## config.mk

```make
export PLATFORM = sky130hd
export DESIGN_NAME = rbr_ctrl
export DESIGN_NICKNAME = d
export VERILOG_FILES = /design/src/rtl/rbr_pkg.sv /design/src/rtl/rbr_ctrl.sv
export SDC_FILE = /design/constraint.sdc
export NUM_CORES = 1
export LEC_CHECK = 0
export BUFFER_PORTS_ARGS = -buffer_cell sky130_fd_sc_hd__clkbuf_2
export CORE_AREA = 2 2 39 41
export CTS_CLUSTER_SIZE = 24
export DETAILED_ROUTE_END_ITERATION = 8
export DIE_AREA = 0 0 41 43
export PLACE_DENSITY = 0.34
export SLEW_MARGIN = 15
export SYNTH_ARGS = -nofsm -noshare
export SYNTH_HDL_FRONTEND = slang
export SYNTH_SLANG_ARGS = --single-unit
```

## constraint.sdc

```tcl
create_clock -name clk -period 2.05 [get_ports clk]
set_input_delay 0.3075 -clock clk [delete_from_list [all_inputs] [get_ports clk]]
set_output_delay 0.3075 -clock clk [all_outputs]
set_load 0.05 [all_outputs]
```

## src/rtl/rbr_pkg.sv

```systemverilog
// Shared types and constants of the retransmit byte ring.
package rbr_pkg;

  localparam int DEPTH = 4096;
  localparam int AW    = (DEPTH > 1) ? $clog2(DEPTH) : 1;
  localparam int CNT_W = $clog2(DEPTH + 1);
  localparam int SUM_W = CNT_W + 1;

  // Fixed field widths of the request and response ports.
  localparam int KIND_W = 2;
  localparam int BYTE_W = 8;
  localparam int TIME_W = 32;
  localparam int AMT_W  = 13;
  localparam int SEQ_W  = 32;
  localparam int STAT_W = 2;
  localparam int CMP_W  = (AMT_W > CNT_W) ? AMT_W : CNT_W;

  typedef enum logic [KIND_W-1:0] {
    KIND_PUSH   = 2'd0,
    KIND_POP    = 2'd1,
    KIND_PEEK   = 2'd2,
    KIND_RETIME = 2'd3
  } kind_t;

  typedef enum logic [STAT_W-1:0] {
    ST_OK       = 2'd0,
    ST_FULL     = 2'd1,
    ST_POP_BIG  = 2'd2,
    ST_PEEK_OUT = 2'd3
  } status_t;

  typedef enum logic [1:0] {
    S_IDLE,
    S_EXEC,
    S_WALK,
    S_FINISH
  } ctrl_state_t;

  typedef struct packed {
    logic load;
    logic exec;
    logic walk;
    logic finish;
  } rbr_cmd_t;

  typedef struct packed {
    kind_t kind;
    logic  retime_none;
    logic  walk_last;
    logic  out_busy;
  } rbr_sts_t;

endpackage

```

## src/rtl/rbr_ctrl.sv

```systemverilog
// Sequencing state machine of the retransmit byte ring.
module rbr_ctrl import rbr_pkg::*; (
  input  logic     clk,
  input  logic     rst,
  input  logic     in_valid,
  output logic     in_stall,
  input  rbr_sts_t sts,
  output rbr_cmd_t cmd
);

  ctrl_state_t state, state_next;

  always_ff @(posedge clk) begin
    if (rst) begin
      state <= S_IDLE;
    end else begin
      state <= state_next;
    end
  end

  always_comb begin
    state_next = state;
    unique case (state)
      S_IDLE: begin
        if (in_valid) state_next = S_EXEC;
      end
      S_EXEC: begin
        if (sts.kind == KIND_RETIME && !sts.retime_none) state_next = S_WALK;
        else state_next = S_FINISH;
      end
      S_WALK: begin
        if (sts.walk_last) state_next = S_FINISH;
      end
      S_FINISH: begin
        if (!sts.out_busy) state_next = S_IDLE;
      end
      default: state_next = S_IDLE;
    endcase
  end

  always_comb begin
    cmd        = '0;
    in_stall   = 1'b1;
    unique case (state)
      S_IDLE: begin
        in_stall = 1'b0;
        cmd.load = in_valid;
      end
      S_EXEC:   cmd.exec = 1'b1;
      S_WALK:   cmd.walk = 1'b1;
      S_FINISH: cmd.finish = !sts.out_busy;
      default:  cmd = '0;
    endcase
  end

endmodule

```

==> reports/results.tsv <==
metric	value	unit
Tot GR Track Use	7.41	%
syn_nets	37	
critical path startpoint category	flip-flop	
Max Fclk	0.608	GHz
global placer's final weighted congestion	0.648	
max reg flops	2	
maximum VDD drop	321	uV
initial antenna violation count	0	
Synth Area in Compound Gates	19.4	%
Top Registers	state (2)	
CP startpoint	state[0]	
die area	0.00176	mm^2
Pwr Density	1700	mW/mm^2
largest net degree at the start of global routing	6	
CTS resizes	0	
final setup violation count	0	
# hold bufs at CTS	0	
CTS max path bufs	2	
crit share post-route	80.3	%
share of cells above drive strength 1	41.0	%
Worst Max-Slew Pin Slew	361	ps
Vias/cell	4.13	
die span in y	43	um
post-route ant nets	0	
reported max-cap violation count	0	
via count	227	
crit-path max cell delay	430	ps
switching share of total power	55.5	%
CP endpoint	state[0]	
commonest non-fill, non-tap cell in the layout	clkbuf_2	
Setup TNS	0	ps
Levels on crit path	5	
#FFs+latches synth	2	
CP top delay family	compound AO/OA/AOI/OAI gates	
GRT overflow	0	
io pins	13	
Worst Path Max Fanout	4	
Slew Limit Fails	0	
CP endpoint kind	flip-flop	
clk root buf	clkbuf_4	
Pre-antenna DRT Iters	2	
Setup Buffers After CTS	0	
multiplexer share of the synthesized area	0	%
power share of the clock group	16.2	%
Avg Cell Area, Syn	8.86	um^2
outcome	finished, final reports clean	
CTS H-tree lvls	1	
r2r setup slk	400	ps
Antenna Diode Count	0	
number of CTS-inserted buffers	3	
Synth Warn #	0	
combinational power share	69.0	%
worst hold path type	input port to flip-flop	
P_leak	0.168	nW
Reg2Reg Depth	5	
area growth from synthesis to layout	48.2	%
Synth Area in Adders	29.4	%
drt wl/cell	9.29	um
Synth Instances	24	
CP Cell Sequence	inv_1, ha_1, nor2b_1, o41a_1, a311oi_1	
global-route wire length before repair	828	um
detailed-route DRC error count	0	
wirelength, routed	511	um
RSZ-0062 raised after global routing	no	
most frequent cells in the layout	12 x clkbuf_2, 5 x ha_1, 4 x inv_1, 3 x nor2b_1, 3 x clkbuf_4	
Clock Skew	2.95	ps
crit path kind	flip-flop to flip-flop	
sequential share of the synthesized area	18.8	%
vias in the first global route	218	
main combinational cell family by area after synthesis	adder cells	
P_sw	298	uW
Core ar.	0.00138	mm^2
relative slew slack	75.3	%
required time worst endpoint	2170	ps
die width	41	um
nets	54	
post-synthesis instance area	213	um^2
Worst R2R Start	state[0]	
clock slew at reported path FFs	30	ps
Hold Path Stages	2	
fraction of the mapped netlist area in simple logic gates	25.3	%
filler-free cell count of the finished design	55	
xor and xnor area share after synthesis	0	%
IO buf count	12	
Clock Latency Late Sink	220	ps
DP HPWL	431	um
reg2reg end	state[0]	
initial DRC count	3	
most flop-heavy register	state	
worst endpoint data arrival time	1770	ps
sequential share of power	14.7	%
Buf/Inv on CP	1	
Tmin final	1650	ps
internal power	239	uW
Initial Util	15.4	%
placed cell count	52	
Clock Sinks	2	
Slowest cell on crit path	o41a_1	
Row Count	14	
final hold violation count	0	
Synth cell types	14	
CTS tree	yes	
==> cell usage after synthesis, drive strengths merged <==
library cell,instances,area [um^2]
o31ai,1,7.51
a311oi,1,8.76
nand3b,1,7.51
inv,4,15.0
nor2b,3,18.8
or4b,1,10.0
and2,2,13.8
ha,5,62.6
o41a,1,11.3
dfxtp,2,40.0
a21oi,1,5.00
a2111oi,1,8.76
nor2,1,3.75
==> how the worst min path moves through the flow <==
stage / startpoint / end / slack, ps
after detailed placement: rst / state[1] / 500
final: rst / state[1] / 270
after floorplan: rst / state[1] / 380
after global routing: rst / state[1] / 280
after global placement: rst / state[1] / 500
after CTS: rst / state[1] / 260
==> per-stage QoR <==
| step | utilization (%) | cell area, um^2 | total power [mW] | hold slack (ps) | worst slack (ps) |
|---|---|---|---|---|---|
| 3_3_place_gp | 21.2 | 293 | 0.459 | 497 | 390 |
| 5_1_grt | 22.8 | 315 | 0.588 | 282 | 268 |
| 4_1_cts | 22.8 | 315 | 0.549 | 259 | 397 |
| 2_1_floorplan | - | 213 | 0.383 | 377 | 298 |
| 6_report | 22.8 | 315 | 0.536 | 265 | 405 |
| 3_5_place_dp | 21.2 | 293 | 0.453 | 499 | 410 |
==> power groups by stage <==
| stage | combinational [mW] | sequential [mW] | clock [mW] |
|---|---|---|---|
| 6_report | 0.370 | 0.0790 | 0.0871 |
| 4_1_cts | 0.376 | 0.0790 | 0.0943 |
| 5_1_grt | 0.404 | 0.0847 | 0.0989 |
| 3_5_place_dp | 0.373 | 0.0798 | 0 |
| 2_1_floorplan | 0.308 | 0.0751 | 0 |
| 3_3_place_gp | 0.378 | 0.0803 | 0 |
==> routing by layer <==
metal	track usage, %	vias to the layer above	routed length (um)	share of wire [%]
met5	0	-	0	0
met4	6.00	0	0	0
met3	4.71	0	52	10
met2	10.0	8	263	51
met1	7.64	102	196	38
li1	-	117	-	-
==> cells by family (layout without fill, tap and decap cells) <==
| family | after synthesis | in the layout |
|---|---|---|
| AND/OR/NAND/NOR | 8 | 8 |
| adder cells (fa/ha/maj) | 5 | 5 |
| AO/OA/AOI/OAI | 5 | 5 |
| buffers and inverters | 4 | 19 |
| flip-flops | 2 | 2 |
==> layout make-up <==
| class | count | area, um^2 |
|---|---|---|
| flip-flops and latches | 2 | 40.0 |
| repair buffers | 12 | 60.1 |
| well taps | 16 | 20.0 |
| multi-input cells | 18 | 158 |
| clock buffers | 3 | 22.5 |
| fillers | 165 | 1070 |
| inverters | 4 | 15.0 |
(Power assumes the default switching activity.)
